`src/rtl/core/csv_field_tokenizer_defines.svh`:
```
// Assertion macros shared by the CSV tokenizer RTL.
`ifndef CSV_FIELD_TOKENIZER_DEFINES_SVH
`define CSV_FIELD_TOKENIZER_DEFINES_SVH

`ifndef SYNTHESIS

// The expression must never hold at a clock edge outside reset.
`define CSVFT_ASSERT_NEVER(label, clk, rst_n, expr) \
    label: assert property (@(posedge clk) disable iff (!rst_n) !(expr)) \
        else $error("csvft assertion failed");

// When the antecedent holds, the consequent must hold in the next cycle.
`define CSVFT_ASSERT_NEXT(label, clk, rst_n, ante, cons) \
    label: assert property (@(posedge clk) disable iff (!rst_n) (ante) |=> (cons)) \
        else $error("csvft assertion failed");

`else

`define CSVFT_ASSERT_NEVER(label, clk, rst_n, expr)
`define CSVFT_ASSERT_NEXT(label, clk, rst_n, ante, cons)

`endif

`endif

```
`src/rtl/core/csvft_pkg.sv`:
```
// Types, constants and helpers shared by the CSV tokenizer.
package csvft_pkg;

    // Counter widths; result fields show the low bits.
    localparam int COLUMN_BITS = 8;
    localparam int ROW_BITS    = 24;
    localparam int FIELD_IDX_W = 8;
    localparam int RECORD_IDX_W = 24;

    // Result queue between the parser and the output port.
    localparam int QDEPTH     = 8;
    localparam int QPTR_W     = $clog2(QDEPTH);
    localparam int QCNT_W     = $clog2(QDEPTH + 1);
    localparam int MAX_PER_IN = 3;

    // Special bytes.
    localparam logic [7:0] QUOTE_BYTE = 8'h22;
    localparam logic [7:0] LF_BYTE    = 8'h0A;
    localparam logic [7:0] CR_BYTE    = 8'h0D;
    localparam logic [7:0] SEP_RESET  = 8'h2C;

    // Result kinds.
    localparam logic [1:0] KIND_DATA   = 2'd0;
    localparam logic [1:0] KIND_FIELD  = 2'd1;
    localparam logic [1:0] KIND_RECORD = 2'd2;
    localparam logic [1:0] KIND_ERROR  = 2'd3;

    // Error codes.
    localparam logic [1:0] ERR_STRAY_QUOTE = 2'd0;
    localparam logic [1:0] ERR_JUNK        = 2'd1;
    localparam logic [1:0] ERR_OPEN_QUOTE  = 2'd2;
    localparam logic [1:0] ERR_NONE        = 2'd0;

    typedef logic [COLUMN_BITS-1:0] t_col;
    typedef logic [ROW_BITS-1:0]    t_row;

    typedef struct packed {
        logic [7:0] in_byte;
        logic       end_of_input;
    } t_in_item;

    typedef struct packed {
        logic [1:0]              kind;
        logic [7:0]              out_byte;
        logic [1:0]              error_code;
        logic [FIELD_IDX_W-1:0]  field_index;
        logic [RECORD_IDX_W-1:0] record_index;
        logic                    last;
    } t_result;

    // Builds one result tagged with the current counters.
    function automatic t_result make_result(logic [1:0] kind, logic [7:0] data,
                                            logic [1:0] code, t_col col, t_row row);
        t_result r;
        r.kind         = kind;
        r.out_byte     = data;
        r.error_code   = code;
        r.field_index  = FIELD_IDX_W'(col);
        r.record_index = RECORD_IDX_W'(row);
        r.last         = 1'b0;
        return r;
    endfunction

endpackage

```
`src/rtl/core/csv_field_tokenizer.sv`:
```
// Streaming CSV tokenizer: one text byte in, up to three result beats out.
//
//   Channel | Direction | Handshake                | Payload
//   --------+-----------+--------------------------+-------------------------
//   in      | input     | i_in_valid / o_in_ready  | i_in_data  (t_in_item)
//   out     | output    | o_out_valid / i_out_ready| o_out_data (t_result)
//   cfg     | input     | i_cfg_valid / o_cfg_ready| i_cfg_data (separator)
//
// An input beat lands in an input register; the parser turns it, once the queue has
// room, into zero to three results, which are written into an 8-entry result queue.
// The queue drains one beat per cycle while i_out_ready is high.
// The parser fires only while the queue has room for three results, so output
// stalls back up into o_in_ready without losing or repeating any beat.
// Synchronous active-low reset clears the parser state, the queue and sets the
// separator to a comma; the configuration port is always ready.
`include "csv_field_tokenizer_defines.svh"

module csv_field_tokenizer (
    input  logic                i_clk,
    input  logic                i_rst_n,
    input  logic                i_in_valid,
    output logic                o_in_ready,
    input  csvft_pkg::t_in_item i_in_data,
    output logic                o_out_valid,
    input  logic                i_out_ready,
    output csvft_pkg::t_result  o_out_data,
    input  logic                i_cfg_valid,
    output logic                o_cfg_ready,
    input  logic [7:0]          i_cfg_data
);

    // Configuration register.
    logic [7:0] r_sep;

    // Input register.
    logic                r_in_valid;
    csvft_pkg::t_in_item r_in;

    // Parser state.
    logic            r_iq, r_afs, r_qp, r_acq, r_crp;
    csvft_pkg::t_col r_col;
    csvft_pkg::t_row r_row;

    // Working copies of the state while the byte is parsed.
    logic            n_iq, n_afs, n_qp, n_acq, n_crp;
    csvft_pkg::t_col n_col;
    csvft_pkg::t_row n_row;
    logic [1:0]      n_cnt;
    logic            w_consumed;
    logic [7:0]      w_b;
    csvft_pkg::t_result w_res [csvft_pkg::MAX_PER_IN];

    // Result queue.
    csvft_pkg::t_result                r_q [csvft_pkg::QDEPTH];
    logic [csvft_pkg::QPTR_W-1:0]      r_head, r_tail;
    logic [csvft_pkg::QCNT_W-1:0]      r_count;
    logic                              w_space, w_proc, w_pop;

    localparam csvft_pkg::t_col COL_MAX = '1;
    localparam csvft_pkg::t_row ROW_MAX = '1;

    // Handshakes.
    assign o_cfg_ready = 1'b1;
    assign w_space     = r_count <= csvft_pkg::QCNT_W'(csvft_pkg::QDEPTH - csvft_pkg::MAX_PER_IN);
    assign w_proc      = r_in_valid && w_space;
    assign o_in_ready  = !r_in_valid || w_space;
    assign o_out_valid = r_count != '0;
    assign o_out_data  = r_q[r_head];
    assign w_pop       = o_out_valid && i_out_ready;
    assign w_b         = r_in.in_byte;

    // Parse one byte: walk the rules in order, appending results as they arise.
    always_comb begin
        n_iq  = r_iq;
        n_afs = r_afs;
        n_qp  = r_qp;
        n_acq = r_acq;
        n_crp = r_crp;
        n_col = r_col;
        n_row = r_row;
        n_cnt = 2'd0;
        w_consumed = 1'b0;
        for (int k = 0; k < csvft_pkg::MAX_PER_IN; k++) begin
            w_res[k] = '0;
        end

        // A held CR either pairs with LF or is released first.
        if (n_crp) begin
            if (w_b == csvft_pkg::LF_BYTE) begin
                n_crp = 1'b0;
                w_res[n_cnt] = csvft_pkg::make_result(csvft_pkg::KIND_RECORD, 8'd0,
                                                      csvft_pkg::ERR_NONE, n_col, n_row);
                n_cnt = n_cnt + 2'd1;
                n_col = '0;
                if (n_row != ROW_MAX) n_row = n_row + 1'b1;
                n_afs = 1'b1;
                n_acq = 1'b0;
                n_iq  = 1'b0;
                n_qp  = 1'b0;
                w_consumed = 1'b1;
            end else begin
                n_crp = 1'b0;
                if (n_acq) begin
                    w_res[n_cnt] = csvft_pkg::make_result(csvft_pkg::KIND_ERROR, 8'd0,
                                                          csvft_pkg::ERR_JUNK, n_col, n_row);
                end else begin
                    w_res[n_cnt] = csvft_pkg::make_result(csvft_pkg::KIND_DATA,
                                                          csvft_pkg::CR_BYTE,
                                                          csvft_pkg::ERR_NONE, n_col, n_row);
                    n_afs = 1'b0;
                end
                n_cnt = n_cnt + 2'd1;
            end
        end

        // Quoted-field handling.
        if (!w_consumed) begin
            if (n_qp) begin
                n_qp = 1'b0;
                if (w_b == csvft_pkg::QUOTE_BYTE) begin
                    w_res[n_cnt] = csvft_pkg::make_result(csvft_pkg::KIND_DATA, w_b,
                                                          csvft_pkg::ERR_NONE, n_col, n_row);
                    n_cnt = n_cnt + 2'd1;
                    n_afs = 1'b0;
                    n_iq  = 1'b1;
                    w_consumed = 1'b1;
                end else begin
                    n_acq = 1'b1;
                end
            end else if (n_iq) begin
                if (w_b == csvft_pkg::QUOTE_BYTE) begin
                    n_qp = 1'b1;
                    n_iq = 1'b0;
                end else begin
                    w_res[n_cnt] = csvft_pkg::make_result(csvft_pkg::KIND_DATA, w_b,
                                                          csvft_pkg::ERR_NONE, n_col, n_row);
                    n_cnt = n_cnt + 2'd1;
                    n_afs = 1'b0;
                end
                w_consumed = 1'b1;
            end
        end

        // Delimiters, quotes at field start and plain data.
        if (!w_consumed) begin
            if (w_b == csvft_pkg::LF_BYTE) begin
                w_res[n_cnt] = csvft_pkg::make_result(csvft_pkg::KIND_RECORD, 8'd0,
                                                      csvft_pkg::ERR_NONE, n_col, n_row);
                n_cnt = n_cnt + 2'd1;
                n_col = '0;
                if (n_row != ROW_MAX) n_row = n_row + 1'b1;
                n_afs = 1'b1;
                n_acq = 1'b0;
                n_iq  = 1'b0;
                n_qp  = 1'b0;
            end else if (!n_acq && w_b == csvft_pkg::QUOTE_BYTE) begin
                if (n_afs) begin
                    n_iq  = 1'b1;
                    n_afs = 1'b0;
                end else begin
                    w_res[n_cnt] = csvft_pkg::make_result(csvft_pkg::KIND_ERROR, 8'd0,
                                                          csvft_pkg::ERR_STRAY_QUOTE,
                                                          n_col, n_row);
                    n_cnt = n_cnt + 2'd1;
                end
            end else if (w_b == r_sep) begin
                w_res[n_cnt] = csvft_pkg::make_result(csvft_pkg::KIND_FIELD, 8'd0,
                                                      csvft_pkg::ERR_NONE, n_col, n_row);
                n_cnt = n_cnt + 2'd1;
                if (n_col != COL_MAX) n_col = n_col + 1'b1;
                n_afs = 1'b1;
                n_acq = 1'b0;
            end else if (w_b == csvft_pkg::CR_BYTE) begin
                n_crp = 1'b1;
            end else if (n_acq) begin
                w_res[n_cnt] = csvft_pkg::make_result(csvft_pkg::KIND_ERROR, 8'd0,
                                                      csvft_pkg::ERR_JUNK, n_col, n_row);
                n_cnt = n_cnt + 2'd1;
            end else begin
                w_res[n_cnt] = csvft_pkg::make_result(csvft_pkg::KIND_DATA, w_b,
                                                      csvft_pkg::ERR_NONE, n_col, n_row);
                n_cnt = n_cnt + 2'd1;
                n_afs = 1'b0;
            end
        end

        // End of input: flush a held CR, report open quotes, close the record.
        if (r_in.end_of_input) begin
            if (n_crp) begin
                n_crp = 1'b0;
                if (n_acq) begin
                    w_res[n_cnt] = csvft_pkg::make_result(csvft_pkg::KIND_ERROR, 8'd0,
                                                          csvft_pkg::ERR_JUNK, n_col, n_row);
                end else begin
                    w_res[n_cnt] = csvft_pkg::make_result(csvft_pkg::KIND_DATA,
                                                          csvft_pkg::CR_BYTE,
                                                          csvft_pkg::ERR_NONE, n_col, n_row);
                    n_afs = 1'b0;
                end
                n_cnt = n_cnt + 2'd1;
            end
            if (n_iq) begin
                w_res[n_cnt] = csvft_pkg::make_result(csvft_pkg::KIND_ERROR, 8'd0,
                                                      csvft_pkg::ERR_OPEN_QUOTE, n_col, n_row);
                n_cnt = n_cnt + 2'd1;
            end
            if (!n_afs || n_col != '0 || n_iq || n_qp) begin
                w_res[n_cnt] = csvft_pkg::make_result(csvft_pkg::KIND_RECORD, 8'd0,
                                                      csvft_pkg::ERR_NONE, n_col, n_row);
                n_cnt = n_cnt + 2'd1;
            end
            n_iq  = 1'b0;
            n_afs = 1'b1;
            n_qp  = 1'b0;
            n_acq = 1'b0;
            n_crp = 1'b0;
            n_col = '0;
            n_row = '0;
        end

        // Mark the final result of this byte.
        if (n_cnt != 2'd0) begin
            w_res[n_cnt - 2'd1].last = 1'b1;
        end
    end

    // Configuration, input register and parser state.
    always_ff @(posedge i_clk) begin
        if (!i_rst_n) begin
            r_sep      <= csvft_pkg::SEP_RESET;
            r_in_valid <= 1'b0;
            r_iq       <= 1'b0;
            r_afs      <= 1'b1;
            r_qp       <= 1'b0;
            r_acq      <= 1'b0;
            r_crp      <= 1'b0;
            r_col      <= '0;
            r_row      <= '0;
        end else begin
            if (i_cfg_valid) begin
                r_sep <= i_cfg_data;
            end
            if (i_in_valid && o_in_ready) begin
                r_in_valid <= 1'b1;
            end else if (w_proc) begin
                r_in_valid <= 1'b0;
            end
            if (w_proc) begin
                r_iq  <= n_iq;
                r_afs <= n_afs;
                r_qp  <= n_qp;
                r_acq <= n_acq;
                r_crp <= n_crp;
                r_col <= n_col;
                r_row <= n_row;
            end
        end
    end

    // Input payload needs no reset.
    always_ff @(posedge i_clk) begin
        if (i_in_valid && o_in_ready) begin
            r_in <= i_in_data;
        end
    end

    // Result queue pointers and fill count.
    always_ff @(posedge i_clk) begin
        if (!i_rst_n) begin
            r_head  <= '0;
            r_tail  <= '0;
            r_count <= '0;
        end else begin
            if (w_pop) begin
                r_head <= r_head + 1'b1;
            end
            if (w_proc) begin
                r_tail <= r_tail + csvft_pkg::QPTR_W'(n_cnt);
            end
            r_count <= r_count
                       + (w_proc ? csvft_pkg::QCNT_W'(n_cnt) : '0)
                       - csvft_pkg::QCNT_W'(w_pop);
        end
    end

    // Result queue storage.
    always_ff @(posedge i_clk) begin
        if (w_proc) begin
            for (int k = 0; k < csvft_pkg::MAX_PER_IN; k++) begin
                if (2'(k) < n_cnt) begin
                    r_q[csvft_pkg::QPTR_W'(r_tail + csvft_pkg::QPTR_W'(k))] <= w_res[k];
                end
            end
        end
    end

    // Checks on the queue and parser state.
    `CSVFT_ASSERT_NEVER(a_count_bound, i_clk, i_rst_n, r_count > csvft_pkg::QCNT_W'(csvft_pkg::QDEPTH))
    `CSVFT_ASSERT_NEXT(a_held_item, i_clk, i_rst_n, r_in_valid && !w_proc, r_in_valid)
    `CSVFT_ASSERT_NEVER(a_quote_flags, i_clk, i_rst_n, r_qp && r_iq)
    `CSVFT_ASSERT_NEVER(a_closed_quote, i_clk, i_rst_n, r_acq && r_iq)

endmodule

```
`config.mk`:
```
export PLATFORM = sky130hd
export DESIGN_NAME = csv_field_tokenizer
export DESIGN_NICKNAME = d
export VERILOG_FILES = /design/src/rtl/core/csvft_pkg.sv /design/src/rtl/core/csv_field_tokenizer.sv
export VERILOG_INCLUDE_DIRS = /design/src /design/src/rtl/core
export SDC_FILE = /design/constraint.sdc
export NUM_CORES = 1
export LEC_CHECK = 0
export BUFFER_PORTS_ARGS = -buffer_cell sky130_fd_sc_hd__buf_2
export CORE_MARGIN = 10
export CORE_UTILIZATION = 55
export CTS_CLUSTER_DIAMETER = 30
export DETAILED_ROUTE_END_ITERATION = 16
export PLACE_DENSITY = 0.71
export SLEW_MARGIN = 0
export SYNTH_ARGS = -nofsm -noshare
export SYNTH_HDL_FRONTEND = slang
export SYNTH_SLANG_ARGS = --single-unit
```
`constraint.sdc`:
```
create_clock -name i_clk -period 13.65 [get_ports i_clk]
set_input_delay 2.73 -clock i_clk [delete_from_list [all_inputs] [get_ports i_clk]]
set_output_delay 2.73 -clock i_clk [all_outputs]
set_load 0.05 [all_outputs]
```
==> results list <==
- The first detailed-routing pass took 5 iterations.
- Final global-route overflow total: 0
- Synth Net Count: 2534
- Once the clock tree was built, the resizer swapped 0 gates to a different size.
- In this run the clock root is driven by a sky130_fd_sc_hd__clkbuf_16.
- Critical path capture point type: flip-flop
* Prevailing post-synth register cell: sky130_fd_sc_hd__edfxtp_1
- The region available for standard cell placement spans 0.0538 mm².
- Max clock buf depth: 3
* Area delta synth->final: 13.6%
- Count of buffers inserted at the top-level ports: 68
* Shortest period the worst path allows: 8.45 ns
* Postcts setup bufs: 0
- Setup total negative slack on the finished layout was measured at 0 ns.
- Layout cells sized above 1: 0.214
- CTS Buf Count: 101
* Number of DRC markers after the initial detailed-route iteration: 2633
- At the worst endpoint, the required time is 13.92 ns.
* Number of warning messages in the yosys log: 0
- Global-route wire length before repair: 143 mm
* Floorplan die width: 253 µm
- For this configuration, the core starts out at a cell density of 0.555.
- Once detail routing completed, the nets flagged for antenna violations numbered 0.
- Crit-path max FO: 46
- The worst hold path passes through 2 cells.
* Largest net degree at the start of global routing: 65
- RSZ-0062 raised after global routing: false
* Tcrit/Tclk final: 0.619
- The worst register-to-register path has a setup slack of 5.20 ns.
* Post-Layout Cell Count: 3278
* Worst Tran Pin Value: 1.22 ns
- Clock sink count: 428
- In the global route stage, overall resource usage came out at 0.295.
- Clock-pin slew on the worst setup and hold paths: 0.05 ns
- Derived from the worst setup path, the maximum achievable clock frequency is 118 MHz.
- Yosys mapped a number of flops with a built-in enable equal to 369.
- Maximum vdd ir drop: 0.117 mV
- The worst pin sits at a relative slew slack of 0.186.
- The H-tree was split into 3 levels.
* Fraction of post-synthesis cell area in the top cell type by area: 0.371
* Top cells by area, synth: sky130_fd_sc_hd__edfxtp_1 37%, sky130_fd_sc_hd__mux2i_1 24%, sky130_fd_sc_hd__mux4_2 6.8%
* Placed cell area: 0.0305 mm²
- The startpoint identified for the worst hold timing path is r_head[1].
- Total area of sequential cells: 0.0123 mm²
- Counting flops and latches in the post-synthesis netlist gives 428.
* Data arrival time of the worst path: 8.72 ns
* DP Cell Count: 3091
- Drt total wl: 95.1 mm
- The initial antenna violation count came to 1.
* Logic depth of the worst register-to-register path: 26
* Avg Inst Size Synth: 12.0 µm²
* Overall Power: 0.00491 W
* Top Ports: 70
- Path type of the worst min-delay path: reg -> reg
* Source of the critical timing path: w_b[0]
- CTS Hold Bufs: 0
- Cell area power density: 145 mW/mm²
- The clock arrives with 0.0208 ns of skew.
- Max-Cap Viols: 0
- The worst setup path is launched from a flip-flop.
* Final nets: 2549
- Dominant cell by count in the synthesized netlist: sky130_fd_sc_hd__mux2i_1
- Post-synthesis instance total: 2483
- In the synthesized netlist the async set-or-reset flop fraction comes to 0.
* Total area of multi-input combinational cells: 0.0165 mm²
- The analysis attributes to cell leakage a power of 15.8 nW.
- Count of distinct cell types in the synthesized netlist: 98
- The biggest area contributor in the post-synthesis netlist is sky130_fd_sc_hd__edfxtp_1.
- Detailed routing inserted a total of 22300 vias.
- Summed over all nets, the half-perimeter wirelength after detailed placement is 57.9 mm.
* Drc violations: 0
- Using the TritonRoute via totals, the vias-per-cell ratio works out to 6.80.
* Placer's final routability congestion estimate: 0.998
* Final Slew Violations: 0
- TritonCTS built the clock tree.
- After detailed routing, the average wire length per cell comes to 29.0 µm.
* Filler Cells Inserted: 4111
- In this run the cell area of the synthesized design comes to 0.0299 mm².
- At the later pin of the worst-skew pair, clock insertion delay measures 0.64 ns.
- Result of the run: finished clean
- Of the synthesized area, sequential elements account for 0.411.
- Final setup violation count: 0
- Vertical die dimension: 253 µm
- Area of all placed cells without fillers: 0.0339 mm²
* Number of antenna repair diodes: 0
- Setup Crit Path Kind: reg -> reg
- Number of endpoints with negative hold slack in the final report: 0
- In this run the critical register-to-register path is launched from w_b[0].
- After synthesis, the most frequently instantiated cells are 717 x sky130_fd_sc_hd__mux2i_1, 369 x sky130_fd_sc_hd__edfxtp_1, 181 x sky130_fd_sc_hd__nand2_1.
- The floorplan has 85 rows.
- Via count of the first global-routing pass: 22900
- Endpoint of the worst-slack reg-to-reg timing path: r_q[5][9]
- Area of the die: 0.0640 mm²
layout make-up:
cell class,count,share of cell area
clock buffers,134,0.0820
clock inverters,53,0.0184
inverters,44,0.00487
multi-input cells,1808,0.487
flip-flops and latches,428,0.362
well taps,696,0.0257
repair buffers,115,0.0204
registers in the layout (all words and copies together), names as in the netlist, named ones only:
| name | flops |
|---|---|
| r_tail | 3 |
| r_col | 8 |
| r_sep | 8 |
| r_afs | 1 |
| r_q | 360 |
| r_crp | 1 |
| r_count | 4 |
| r_acq | 1 |
| r_in | 1 |
| r_iq | 1 |
| r_row | 24 |
| r_qp | 1 |
| r_in_valid | 1 |
| w_b | 8 |
| r_head | 3 |
worst max-delay path, stage by stage (launching register included):
cell and delay [ns]:
sky130_fd_sc_hd__edfxtp_1 0.56, sky130_fd_sc_hd__or3b_1 0.54, sky130_fd_sc_hd__nor2_4 0.24, sky130_fd_sc_hd__nand2_1 0.14, sky130_fd_sc_hd__inv_1 0.11, sky130_fd_sc_hd__ha_1 0.15
sky130_fd_sc_hd__a22oi_1 0.08, sky130_fd_sc_hd__nor2_1 0.23, sky130_fd_sc_hd__inv_1 0.10, sky130_fd_sc_hd__ha_1 0.30, sky130_fd_sc_hd__inv_1 0.04, sky130_fd_sc_hd__o211ai_1 0.38
sky130_fd_sc_hd__inv_1 0.12, sky130_fd_sc_hd__ha_1 0.32, sky130_fd_sc_hd__inv_1 0.05, sky130_fd_sc_hd__a21o_1 0.18, sky130_fd_sc_hd__ha_1 0.30, sky130_fd_sc_hd__a221oi_1 0.68
sky130_fd_sc_hd__ha_1 0.35, sky130_fd_sc_hd__nand2_1 0.07, sky130_fd_sc_hd__a31oi_1 0.07, sky130_fd_sc_hd__a311oi_4 0.27, sky130_fd_sc_hd__buf_4 0.32, sky130_fd_sc_hd__and2_1 0.46
sky130_fd_sc_hd__nand3_4 0.93, sky130_fd_sc_hd__o211ai_1 0.47, sky130_fd_sc_hd__buf_4 0.51
power breakdown:
part,switching [W],internal [W],leakage [nW]
sequential,0.0000490,0.00149,3.86
combinational,0.000600,0.000365,10.3
clock,0.000763,0.00164,1.66
total,0.00141,0.00350,15.8
layer usage:
metal,GRT usage,up-vias,part of all wire
met5,0,-,0.00020
met4,0.129,2,0.036
met3,0.0562,227,0.099
met2,0.464,1279,0.46
met1,0.393,11200,0.41
li1,-,9602,-
how the worst max path moves through the flow:
stage | to | slack [ns] | cells after the start
floorplan | r_q[0][0] | 2.63 | 23
global placement | r_q[5][16] | 5.51 | 26
detailed placement | r_q[5][13] | 5.25 | 26
CTS | r_q[5][1] | 5.24 | 26
global route | r_q[5][9] | 4.72 | 26
finish | r_q[5][9] | 5.20 | 26
metrics by stage:
step | util | setup WS [ns] | hold slack (ns)
after global routing | 0.630 | 4.72 | 0.571
after floorplan | - | 2.63 | 0.464
after global placement | 0.567 | 5.51 | 0.470
after CTS | 0.630 | 5.24 | 0.511
after detailed placement | 0.567 | 5.25 | 0.494
final | 0.630 | 5.20 | 0.506
placed cells by master, fill, tap and decap left out, types with 11 or more instances in the layout:
cell type                   count
sky130_fd_sc_hd__clkinv_2      16
sky130_fd_sc_hd__o21ai_0       61
sky130_fd_sc_hd__nor3_1        15
sky130_fd_sc_hd__nand3_1       36
sky130_fd_sc_hd__dfxtp_1       56
sky130_fd_sc_hd__nand2_1      177
sky130_fd_sc_hd__clkbuf_16    102
sky130_fd_sc_hd__xnor2_1       40
sky130_fd_sc_hd__buf_4         47
sky130_fd_sc_hd__mux4_2        90
sky130_fd_sc_hd__clkbuf_1      21
sky130_fd_sc_hd__o211ai_1      16
sky130_fd_sc_hd__mux2i_1      717
sky130_fd_sc_hd__o21ai_1       12
sky130_fd_sc_hd__mux2_2        88
sky130_fd_sc_hd__and2_1        48
sky130_fd_sc_hd__edfxtp_1     369
sky130_fd_sc_hd__nor2_1        80
sky130_fd_sc_hd__nand2b_1      14
sky130_fd_sc_hd__mux2i_4       16
sky130_fd_sc_hd__a31oi_1       45
sky130_fd_sc_hd__nand4_1       31
sky130_fd_sc_hd__buf_2         68
sky130_fd_sc_hd__inv_1         44
sky130_fd_sc_hd__bufinv_16     12
sky130_fd_sc_hd__ha_1          27
sky130_fd_sc_hd__a21oi_1       29
sky130_fd_sc_hd__clkbuf_8      11
sky130_fd_sc_hd__xor2_1        17
sky130_fd_sc_hd__nor2b_1       21
sky130_fd_sc_hd__and3_1        13
cell families (layout without fill, tap and decap cells):
kind of cell    count (synthesis)  after routing  synth area share
other cells                     1              1          0.000126
buf+inv                       247            346            0.0407
simple gates                  513            513            0.0895
mux                           919            919             0.357
xor+xnor                       64             64            0.0205
fa+ha+maj                      29             29            0.0127
compound gates                282            282            0.0686
flops                         428            428             0.411
Power figures use the tool's default switching activity.
